==> src/hdl/ptc_pkg.sv <==
`default_nettype none

package ptc_pkg;

   // Configuration register indexes.
   localparam logic [2:0] CSR_TEMP_CAL    = 3'd0;
   localparam logic [2:0] CSR_PRESS_CAL_A = 3'd1;
   localparam logic [2:0] CSR_PRESS_CAL_B = 3'd2;
   localparam logic [2:0] CSR_PRESS_CAL_C = 3'd3;
   localparam logic [2:0] CSR_SEA_LEVEL   = 3'd4;

   localparam logic [16:0] SEA_LEVEL_RESET = 17'd101325;

   localparam int QUEUE_DEPTH = 4;
   localparam int DIV_STAGES  = 64;

   // Fixed-point constants of the compensation.
   localparam longint TFINE_OFFSET = 128000;
   localparam longint PRESS_FULL   = 1048576;
   localparam longint PRESS_SCALE  = 3125;
   localparam longint HPA_ROUND    = 50;
   localparam longint HPA_DEN      = 100;
   localparam longint ALT_NUM      = 843;
   localparam longint ALT_DEN      = 10000;
   localparam longint ALT_SQ_DEN   = 15000;
   localparam longint ALT_SQ_MIN   = 100;

   // Reciprocals, rounded up, exact over the operand ranges that reach them.
   localparam int     HPA_SHIFT    = 26;
   localparam longint HPA_RECIP    = ((64'd1 << HPA_SHIFT) + HPA_DEN - 1) / HPA_DEN;
   localparam int     ALT_SHIFT    = 42;
   localparam longint ALT_RECIP    = ((64'd1 << ALT_SHIFT) + ALT_DEN - 1) / ALT_DEN;
   localparam int     ALT_SQ_SHIFT = 43;
   localparam longint ALT_SQ_RECIP = ((64'd1 << ALT_SQ_SHIFT) + ALT_SQ_DEN - 1) / ALT_SQ_DEN;

   typedef struct packed {
      logic [15:0] t1;
      logic [15:0] t2;
      logic [15:0] t3;
      logic [15:0] p1;
      logic [15:0] p2;
      logic [15:0] p3;
      logic [15:0] p4;
      logic [15:0] p5;
      logic [15:0] p6;
      logic [15:0] p7;
      logic [15:0] p8;
      logic [15:0] p9;
      logic [16:0] sea;
   } cal_type;

   typedef struct packed {
      logic [31:0] tfine;
      logic [19:0] tc;
      logic [19:0] press_sample;
   } queue_entry_type;

   typedef struct packed {
      logic        valid;
      logic [19:0] tc;
      logic [19:0] press_sample;
   } side_type;

   function automatic logic [63:0] sx16(input logic [15:0] v);
      return {{48{v[15]}}, v};
   endfunction

endpackage

`default_nettype wire

==> src/hdl/ptc_queue.sv <==
`default_nettype none

// Small first-in first-out queue between the temperature and pressure parts.
module ptc_queue #(
   parameter int DEPTH = ptc_pkg::QUEUE_DEPTH
) (
   input  logic                     clock,
   input  logic                     reset,
   input  logic                     push,
   input  ptc_pkg::queue_entry_type push_data,
   input  logic                     pop,
   output ptc_pkg::queue_entry_type head,
   output logic                     empty,
   output logic                     full
);
   import ptc_pkg::*;

   localparam int PTR_W = $clog2(DEPTH);
   localparam int CNT_W = $clog2(DEPTH + 1);

   queue_entry_type entry_ff [DEPTH];
   logic [PTR_W-1:0] wr_ptr_ff, rd_ptr_ff;
   logic [CNT_W-1:0] count_ff;
   logic             do_push, do_pop;

   assign empty   = (count_ff == CNT_W'(0));
   assign full    = (count_ff == CNT_W'(DEPTH));
   assign do_push = push && !full;
   assign do_pop  = pop && !empty;
   assign head    = entry_ff[rd_ptr_ff];

   always_ff @(posedge clock) begin
      if (reset) begin
         wr_ptr_ff <= '0;
         rd_ptr_ff <= '0;
         count_ff  <= '0;
      end else begin
         if (do_push) begin
            wr_ptr_ff <= (wr_ptr_ff == PTR_W'(DEPTH - 1)) ? '0 : wr_ptr_ff + PTR_W'(1);
         end
         if (do_pop) begin
            rd_ptr_ff <= (rd_ptr_ff == PTR_W'(DEPTH - 1)) ? '0 : rd_ptr_ff + PTR_W'(1);
         end
         if (do_push && !do_pop) begin
            count_ff <= count_ff + CNT_W'(1);
         end else if (do_pop && !do_push) begin
            count_ff <= count_ff - CNT_W'(1);
         end
      end
   end

   always_ff @(posedge clock) begin
      if (do_push) begin
         entry_ff[wr_ptr_ff] <= push_data;
      end
   end
endmodule

`default_nettype wire

==> config.mk <==
export PLATFORM = sky130hd
export DESIGN_NAME = ptc_queue
export DESIGN_NICKNAME = d
export VERILOG_FILES = /design/src/hdl/ptc_pkg.sv /design/src/hdl/ptc_queue.sv
export SDC_FILE = /design/constraint.sdc
export NUM_CORES = 1
export LEC_CHECK = 0
export BUFFER_PORTS_ARGS = -buffer_cell sky130_fd_sc_hd__buf_2
export CORE_ASPECT_RATIO = 1.1
export CORE_MARGIN = 1
export CORE_UTILIZATION = 40
export DETAILED_ROUTE_END_ITERATION = 12
export GPL_ROUTABILITY_DRIVEN = 0
export GPL_TIMING_DRIVEN = 0
export PLACE_DENSITY_LB_ADDON = 0.12
export REMOVE_ABC_BUFFERS = 1
export SYNTH_ARGS = -nofsm -noshare
export SYNTH_HDL_FRONTEND = slang
export SYNTH_SLANG_ARGS = --single-unit
==> constraint.sdc <==
create_clock -name clock -period 6.04 [get_ports clock]
set_input_delay 0.604 -clock clock [delete_from_list [all_inputs] [get_ports clock]]
set_output_delay 0.604 -clock clock [all_outputs]
set_load 0.02 [all_outputs]
==> impl_results.md <==
- Status: finished, final reports clean
- Slew @ Worst Pin: 601 ps
- Port Buffers: 149
- Die width: between 150 and 200 µm
- CTS clock-pin slew for the worst setup and hold paths: about 60 ps
- Die ar.: roughly 28,000 µm²
- Area share of the largest cell type after synthesis: about 80%
- Area growth syn-to-layout: 20.2%
- Iteration-0 DRC Markers: approximately 190
- Power, Total: about 5.5 mW
- Synth warnings: 0
- Worst Hold Class: primary input to register
- Global Route met1 Usage: about 17%
- Ys async rst share: 0%
- Period utilization: ~47%
- Final WL: about 19 mm
- Tmin final: ~2800 ps
- Rel. slew slack: between 50 and 60%
- Number of diodes: 0
- Net load switching power: 1.50 mW
- Synthesized area: approximately 11,000 µm²
- Std-Cell Rows: slightly above 60
- Crit-path max cell delay: around 640 ps
- DRT antenna net count: 0
- GRT overflow: 0
- Crit Path Class: register to output port
- Syn avg cell area: 25.5 µm²
- FF-to-FF setup slack: approximately 3600 ps
- Peak supply drop: around 0.30 mV
- Total number of vias: 4,836
- Unique masters post-synth: 26
- Synth Instances: between 400 and 500
- Final Setup Violations: 0
- Core ar.: 26,400 µm²
- Final Hold Viols: 0
- CP cell instances: buf_16 > mux4_2 > buf_2
- DP Wirelength: about 11 mm
- Fillers: approximately 2,200
- CTS Buf Count: 30
- Synth top cells by count: edfxtp_1, mux4_2, dfxtp_1, buf_2
- Routed length per placed instance: between 15 and 20 µm
- Root buffer cell: clkbuf_16
- Hold EP: entry_ff[2][12]
- Most Used Layer, Global Route: met2
- # DRC: 0
- Sequential Power Share: between 40% and 50%
- Share of cells above drive strength 1: between 40% and 50%
- Final net count: between 600 and 700
- Pin count of the biggest net entering global routing: 45
- Leak: 4.34 nW
- CP Data Required Time: 5440 ps
- Reg-to-reg startpoint: count_ff[0]
- Final Slew Violations: 0
- Met2 usage: between 20% and 30%
- Critical path fanouts, max: 29
- Combinational Power Share: 22.4%
- Hold-fix buffers at CTS: 0
- GRT Util Overall: 14.3%
- Fin worst setup slack: roughly 3200 ps
- Switching share of total power: ~27%
- Fmax: around 350 MHz
- Register area share after synthesis: slightly above 80%
- Post-cts sizing count: 0
- EDFF count, synth: about 290
- Starting Density: between 40% and 50%
- Clock power share: between 30 and 40%
- WP data arrival: between 2000 and 2500 ps
- Placed instance count: around 920
- CP max-delay cell: dfxtp_4
- Hold slack: 277 ps
- Initial antenna violation count: 0
- Power Internal: approximately 4 mW
- Most frequent cell after synthesis: edfxtp_1
- R2r endpoint: count_ff[2]
- Main synth FF type: edfxtp_1
- Global-route wire length before repair: approximately 30 mm
- Hold_sp: push_data[12]
- Startpoint Class: register
- Ports: 150
- # clock sinks: between 200 and 300
- H-tree Lvls: 1
- P per Cell Area: around 420 nW/µm²
- Max Cap Violations: 0
- Pre-CTS setup slack: roughly 3600 ps
- RSZ-0062 raised after global routing: false
- Seq cells post-synth: 297
- GR Util met3: between 3 and 4%
- Hold depth: 1
- FF-to-FF path depth: 9
- Crit path capture type: output port
- Max Buffers Root-to-Sink: 3
- CTS tree: yes
- Post-route setup TNS: 0 ps
- Vias per cell: approximately 5.0
- Clock skew: ~12 ps
- Synth top area cells: edfxtp_1, mux4_2, dfxtp_1, ha_1, buf_4
- Vias in the first global route: between 5,000 and 6,000
- Drt pass-1 iters: 4
- Worst skew pair latency: between 500 and 600 ps
- Post-synth top area cell: edfxtp_1
- Post-Layout Cell Count: 970
- Die Height: 175 µm
- Setup Buffers After CTS: 0
-- cell type report --
type	count	area, µm²	share of cell area [%]
clock buffer	38	802	6.14
inverter	5	23.8	0.182
sequential	297	8840	67.7
timing repair buffer	156	938	7.19
tap	352	440	3.37
multi-input combinational	106	1910	14.7
clock inverter	16	103	0.786
-- layout by cell type, fill, tap and decap left out --
master | synthesis | routed
or3b_1 | 1 | 1
xor2_1 | 2 | 2
a21oi_1 | 3 | 3
mux2i_1 | 2 | 2
o31ai_2 | 2 | 2
clkbuf_16 | 0 | 31
clkinv_4 | 1 | 1
clkinv_2 | 0 | 4
clkbuf_1 | 2 | 7
edfxtp_1 | 288 | 288
dfxtp_1 | 9 | 7
inv_1 | 4 | 4
dfxtp_4 | 0 | 2
clkinv_1 | 0 | 8
mux4_2 | 72 | 72
and3_4 | 0 | 4
or3_1 | 1 | 1
buf_2 | 8 | 149
ha_1 | 6 | 6
or3_2 | 1 | 1
clkinvlp_4 | 0 | 3
o21ai_0 | 1 | 1
bufinv_16 | 0 | 1
nor3_1 | 2 | 2
nand2_1 | 1 | 1
buf_16 | 0 | 7
o21ai_1 | 1 | 1
fa_1 | 1 | 1
nor2_1 | 3 | 3
nor2_2 | 1 | 1
nand3_1 | 2 | 2
-- logic make-up after synthesis --
kind of cell               synth area share (%)
AOI/OAI and AO/OA                         0.460
muxes                                      15.1
buffers and inverters                      1.28
adders and majority gates                 0.875
DFF                                        81.3
xor gates and xnor gates                  0.161
and+or+nand+nor                           0.864
-- metrics by stage --
| step | utilization [%] | area [µm²] |
|---|---|---|
| final | 49.5 | 13100 |
| after global routing | 49.5 | 13100 |
| after detailed placement | 46.1 | 12200 |
| after global placement | 45.3 | 11900 |
| after floorplan | - | 10800 |
| after CTS | 49.5 | 13100 |
-- critical path, delay by kind of cell (launching register included) --
kind	cells	cell delay [ps]
mux	1	530
buf+inv	2	490
flops	1	640
-- metal layers --
layer | up-vias | wire, µm
met4 | 0 | 377
met1 | 2509 | 7560
li1 | 2168 | -
met5 | - | 0
met3 | 32 | 1080
met2 | 127 | 10300
-- how the worst max path moves through the flow --
stage | endpoint | cells past startpoint | start | slack [ps]
detailed placement | count_ff[2] | 9 | count_ff[0] | 3580
finish | head[31] | 3 | register | 3220
global route | head[31] | 3 | register | 3060
global placement | head[29] | 2 | register | -8
CTS | head[31] | 3 | register | 3120
floorplan | head[0] | 1 | register | 1660
-- power by group through the flow --
stage	Combinational [mW]	Sequential, mW	Clock, mW
2_1_floorplan	0.784	2.67	0
5_1_grt	1.32	2.61	1.81
3_5_place_dp	1.27	2.64	0
3_3_place_gp	1.17	2.74	0
4_1_cts	1.27	2.60	1.75
6_report	1.23	2.59	1.69
-- sequential cells by signal, indices dropped and copies added, names as in the netlist, named ones only --
name       flops
count_ff       3
entry_ff     288
rd_ptr_ff      2
wr_ptr_ff      2
Note: power is estimated with default switching activity, not from simulation.
