## src/hdl/ptc_pkg.sv

```systemverilog
`default_nettype none

package ptc_pkg;

   // Configuration register indexes.
   localparam logic [2:0] CSR_TEMP_CAL    = 3'd0;
   localparam logic [2:0] CSR_PRESS_CAL_A = 3'd1;
   localparam logic [2:0] CSR_PRESS_CAL_B = 3'd2;
   localparam logic [2:0] CSR_PRESS_CAL_C = 3'd3;
   localparam logic [2:0] CSR_SEA_LEVEL   = 3'd4;

   localparam logic [16:0] SEA_LEVEL_RESET = 17'd101325;

   localparam int QUEUE_DEPTH = 4;
   localparam int DIV_STAGES  = 64;

   // Fixed-point constants of the compensation.
   localparam longint TFINE_OFFSET = 128000;
   localparam longint PRESS_FULL   = 1048576;
   localparam longint PRESS_SCALE  = 3125;
   localparam longint HPA_ROUND    = 50;
   localparam longint HPA_DEN      = 100;
   localparam longint ALT_NUM      = 843;
   localparam longint ALT_DEN      = 10000;
   localparam longint ALT_SQ_DEN   = 15000;
   localparam longint ALT_SQ_MIN   = 100;

   // Reciprocals, rounded up, exact over the operand ranges that reach them.
   localparam int     HPA_SHIFT    = 26;
   localparam longint HPA_RECIP    = ((64'd1 << HPA_SHIFT) + HPA_DEN - 1) / HPA_DEN;
   localparam int     ALT_SHIFT    = 42;
   localparam longint ALT_RECIP    = ((64'd1 << ALT_SHIFT) + ALT_DEN - 1) / ALT_DEN;
   localparam int     ALT_SQ_SHIFT = 43;
   localparam longint ALT_SQ_RECIP = ((64'd1 << ALT_SQ_SHIFT) + ALT_SQ_DEN - 1) / ALT_SQ_DEN;

   typedef struct packed {
      logic [15:0] t1;
      logic [15:0] t2;
      logic [15:0] t3;
      logic [15:0] p1;
      logic [15:0] p2;
      logic [15:0] p3;
      logic [15:0] p4;
      logic [15:0] p5;
      logic [15:0] p6;
      logic [15:0] p7;
      logic [15:0] p8;
      logic [15:0] p9;
      logic [16:0] sea;
   } cal_type;

   typedef struct packed {
      logic [31:0] tfine;
      logic [19:0] tc;
      logic [19:0] press_sample;
   } queue_entry_type;

   typedef struct packed {
      logic        valid;
      logic [19:0] tc;
      logic [19:0] press_sample;
   } side_type;

   function automatic logic [63:0] sx16(input logic [15:0] v);
      return {{48{v[15]}}, v};
   endfunction

endpackage

`default_nettype wire

```

## src/hdl/ptc_front.sv

```systemverilog
`default_nettype none

// Temperature compensation, four stages, advancing together when enabled.
module ptc_front (
   input  logic                     clock,
   input  logic                     reset,
   input  logic                     enable,
   input  logic                     in_valid,
   input  logic [19:0]              temp_sample,
   input  logic [19:0]              press_sample,
   input  ptc_pkg::cal_type         cal,
   output logic                     push,
   output ptc_pkg::queue_entry_type push_data
);
   import ptc_pkg::*;

   logic        v0_ff, v1_ff, v2_ff, v3_ff;
   logic [19:0] rt0_ff;
   logic [19:0] rp0_ff, rp1_ff, rp2_ff, rp3_ff;
   logic [31:0] m1_ff, bb_ff, v1c_ff, x_ff, tfine_ff;
   logic [31:0] a_d, b_d, m1_in, bb_in, v1c_in, x_in, tfine_in;
   logic [31:0] t2x, t3x, t5, tcw;
   logic [19:0] tc_sat;

   assign t2x = {{16{cal.t2[15]}}, cal.t2};
   assign t3x = {{16{cal.t3[15]}}, cal.t3};

   always_comb begin
      a_d      = {15'd0, rt0_ff[19:3]} - {15'd0, cal.t1, 1'b0};
      b_d      = {16'd0, rt0_ff[19:4]} - {16'd0, cal.t1};
      m1_in    = a_d * t2x;
      bb_in    = b_d * b_d;
      v1c_in   = 32'($signed(m1_ff) >>> 11);
      x_in     = 32'($signed(bb_ff) >>> 12) * t3x;
      tfine_in = v1c_ff + 32'($signed(x_ff) >>> 14);
      t5       = (tfine_ff << 2) + tfine_ff + 32'd128;
      tcw      = 32'($signed(t5) >>> 8);
      if ($signed(tcw) > $signed(32'sd524287)) begin
         tc_sat = 20'h7FFFF;
      end else if ($signed(tcw) < $signed(-32'sd524288)) begin
         tc_sat = 20'h80000;
      end else begin
         tc_sat = tcw[19:0];
      end
   end

   always_ff @(posedge clock) begin
      if (reset) begin
         v0_ff <= 1'b0;
         v1_ff <= 1'b0;
         v2_ff <= 1'b0;
         v3_ff <= 1'b0;
      end else if (enable) begin
         v0_ff <= in_valid;
         v1_ff <= v0_ff;
         v2_ff <= v1_ff;
         v3_ff <= v2_ff;
      end
   end

   always_ff @(posedge clock) begin
      if (enable) begin
         rt0_ff   <= temp_sample;
         rp0_ff   <= press_sample;
         rp1_ff   <= rp0_ff;
         rp2_ff   <= rp1_ff;
         rp3_ff   <= rp2_ff;
         m1_ff    <= m1_in;
         bb_ff    <= bb_in;
         v1c_ff   <= v1c_in;
         x_ff     <= x_in;
         tfine_ff <= tfine_in;
      end
   end

   assign push                   = v3_ff && enable;
   assign push_data.tfine        = tfine_ff;
   assign push_data.tc           = tc_sat;
   assign push_data.press_sample = rp3_ff;
endmodule

`default_nettype wire

```

## config.mk

```make
export PLATFORM = sky130hd
export DESIGN_NAME = ptc_front
export DESIGN_NICKNAME = d
export VERILOG_FILES = /design/src/hdl/ptc_pkg.sv /design/src/hdl/ptc_front.sv
export SDC_FILE = /design/constraint.sdc
export NUM_CORES = 2
export LEC_CHECK = 0
export BUFFER_PORTS_ARGS = -buffer_cell sky130_fd_sc_hd__buf_2
export CAP_MARGIN = 20
export CORE_MARGIN = 2
export CORE_UTILIZATION = 45
export CTS_CLUSTER_SIZE = 8
export DETAILED_ROUTE_END_ITERATION = 12
export GPL_TIMING_DRIVEN = 1
export PLACE_DENSITY = 0.64
export SYNTH_ARGS = -nofsm -noshare
export SYNTH_HDL_FRONTEND = slang
export SYNTH_SLANG_ARGS = --single-unit
```

## constraint.sdc

```tcl
create_clock -name clock -period 7.87 [get_ports clock]
set_clock_uncertainty 0.15 [all_clocks]
set_input_delay 0.3935 -clock clock [delete_from_list [all_inputs] [get_ports clock]]
set_output_delay 0.3935 -clock clock [all_outputs]
set_load 0.1 [all_outputs]
```

==> flow_summary_export.csv <==
group,metric,value,unit
timing,slew_viol_final,0,
placement,dp_slack,-0.490,ns
worst_setup_path,critPathMaxStageDelay,0.57,ns
synthesis,synth_top_area_cell,"fa_1",
worst_setup_path,crit_fanout,7,
layout,n_antenna_cell,0,
route,vias,26100,
timing,rsz0062_at_grt,"yes",
layout,fillers,7642,
synthesis,ys_warn_count,0,
worst_setup_path,cp-end-kind,"register",
floorplan,rows,106,
synthesis,synthTopCellsByArea,"fa_1 (43%), edfxtp_1 (16%), ha_1 (10%)",
global_routing,track_usage,0.215,
cts,path_clk_slew,0.05,ns
synthesis,synth_edf_count,199,
placement,hpwl,74200,µm
synthesis,ys_async_sr_fraction,0,
outcome,outcome,"finished, violations left",
layout,synthToLayoutAreaGrowth,16.0,%
floorplan,io_pins,326,
synthesis,ys_ff_latch,203,
job,maxCapViolCount,0,
worst_setup_path,cp_top_family,"adder cells",
route,totalWireLength,89500,µm
cts,clkSinkCount,203,
route,drt-initial-drc-count,1186,
timing,min_period,7.94,ns
global_routing,antenna_found_initial,3,
worst_setup_path,start_kind,"register",
layout,drive_gt1_frac,0.152,
floorplan,fp.coreArea,83600,µm²
route,first_pass_iters,5,
floorplan,initial_core_util,0.454,
global_routing,grt_pass1_vias,28200,
global_routing,grt-ovfl-total,0,
synthesis,syn_area,37900,µm²
route,ant_nets,0,
timing,maxSlewHeadroom,0.455,
worst_setup_path,cp-startpoint,"rt0_ff[6]",
synthesis,syn-num-nets,5195,
synthesis,netlist_instances,3811,
route,drc,0,
timing,fmax,0.126,GHz
placement,place_inst,5206,
worst_setup_path,cp_data_arrival_time,8.09,ns
floorplan,die-area,86500,µm²
worst_setup_path,crit_path_top_delay_cell,"fa_1",
cts,cts_root_buf,"clkbuf_16",
route,vias_per_cell,4.90,
floorplan,die_y,294,µm
cts,cts.path.max_buffers,3,
placement,io_buffers,161,
layout,final_area,44000,µm²
cts,clock_latency,0.57,ns
worst_setup_path,path_buf_inv,7,
synthesis,postSynthAreaPerCell,9.94,µm²
synthesis,ys_seq_area_frac,0.160,
layout,fin_cells,5324,
synthesis,ys_types,67,
placement,dpl_cell_area,42000,µm²
worst_setup_path,cp_common_cell,"fa_1",
floorplan,die_w,294,µm
global_routing,grt_pass1_wl,146000,µm
layout,fin_util,0.526,
timing,setup-violations-final,4,
worst_setup_path,r2r-start,"rt0_ff[6]",
outcome,violations,"setup timing",
cts,tritoncts,"built",
synthesis,synth_top_area_share,0.432,
hold_path,hp-class,"reg2reg",
timing,tightest_slew,0.817,ns
timing,period_share,1.01,
worst_setup_path,required,8.03,ns
placement,gp_congestion,0.910,
global_routing,grt_max_degree,136,
cts,numCtsBuffers,30,
layout,nets,5611,
synthesis,synthFlopType,"edfxtp_1",
worst_setup_path,path_class,"reg2reg",
timing,hold_violations,0,
hold_path,hp-start,"rp2_ff[1]",
cts,htreeDepth,1,
timing,layout_setup_ws,-0.0676,ns
route,routedWlPerCell,16.8,µm
synthesis,synth.most_common_cell,"inv_1",
synthesis,synth_commonest_cells,"inv_1 (985), fa_1 (817), nand2_1 (479)",
## area by class of cell
| cell class | count | area (µm²) | share of cell area |
|---|---|---|---|
| Sequential cell | 203 | 6060 | 0.138 |
| Clock inverter | 3 | 38.8 | 0.000882 |
| Clock buffer | 46 | 832 | 0.0189 |
| Timing Repair Buffer | 519 | 3800 | 0.0866 |
| Multi-Input combinational cell | 2481 | 28100 | 0.640 |
| Tap cell | 1080 | 1350 | 0.0307 |
| Inverter | 992 | 3740 | 0.0850 |
## per-stage QoR
| step | hold WS (ns) | setup TNS (ns) |
|---|---|---|
| 2_1_floorplan | 0.250 | -0.509 |
| 3_3_place_gp | 0.250 | -6.16 |
| 3_5_place_dp | 0.255 | -8.90 |
| 4_1_cts | 0.260 | -0.196 |
| 5_1_grt | 0.264 | -7.16 |
| 6_report | 0.258 | -0.144 |
## per-layer routing
layer / global-route usage / part of all wire / up-vias
met5: 0 / 0.00015 / -
met4: 0.0575 / 0.028 / 2
met3: 0.0290 / 0.056 / 115
met2: 0.370 / 0.50 / 618
met1: 0.285 / 0.41 / 13200
li1: - / - / 12100
## path summary, 6_finish.rpt
path,end,slack [ns],depth (start not counted)
setup / recovery,bb_ff[31],-0.07,31
hold / removal,rp3_ff[1],0.26,0
setup reg to reg,bb_ff[31],-0.07,31
hold reg to reg,rp3_ff[1],0.26,0
## cell families (layout without fill, tap and decap cells)
group,count (synthesis),count (layout),share of synthesized area
compound gates,214,214,0.0371
xor+xnor,135,135,0.0314
fa+ha+maj,1131,1131,0.535
buf+inv,1127,1560,0.113
flops,203,203,0.160
mux,5,5,0.00135
simple gates,996,996,0.122
## placed cells by master (no fill, tap or decap), types with 9 or more instances in the layout
master,count
and2_1,212
nand2b_1,34
a21o_1,23
buf_6,10
nand3_1,12
inv_1,967
nand2_1,467
nor2b_1,27
buf_12,12
o21ai_0,21
xor2_1,32
ha_1,305
o21ai_1,14
buf_4,296
nand4_1,10
a21oi_2,9
nor2_2,9
a211oi_1,9
a31oi_1,10
nor2_1,137
a21oi_1,45
nor3_1,28
clkbuf_16,32
fa_1,809
buf_2,160
nand2_2,9
xnor2_1,97
o21a_1,18
dlygate4sd3_1,39
inv_2,20
edfxtp_1,199
clkbuf_1,15
## registers in the layout, indices dropped and copies added (netlist names)
register  count
rp1_ff       20
v0_ff         1
bb_ff        20
v1c_ff       21
rp3_ff       20
v1_ff         1
x_ff         18
rp0_ff       20
rt0_ff       17
v2_ff         1
v3_ff         1
rp2_ff       20
tfine_ff     22
m1_ff        21
## timing repair
item                                   CTS  global route
setup buffers                           18            12
pin swaps                               39            52
cloned                                   0             1
gates resized for setup                 39            88
setup endpoints to repair               26            32
hold buffers                            39             0
endpoints found under the hold margin   41             0
Power is left out: the tool's default activity adds up to more than one toggle a clock period on the data nets, which glitch-free logic cannot reach.
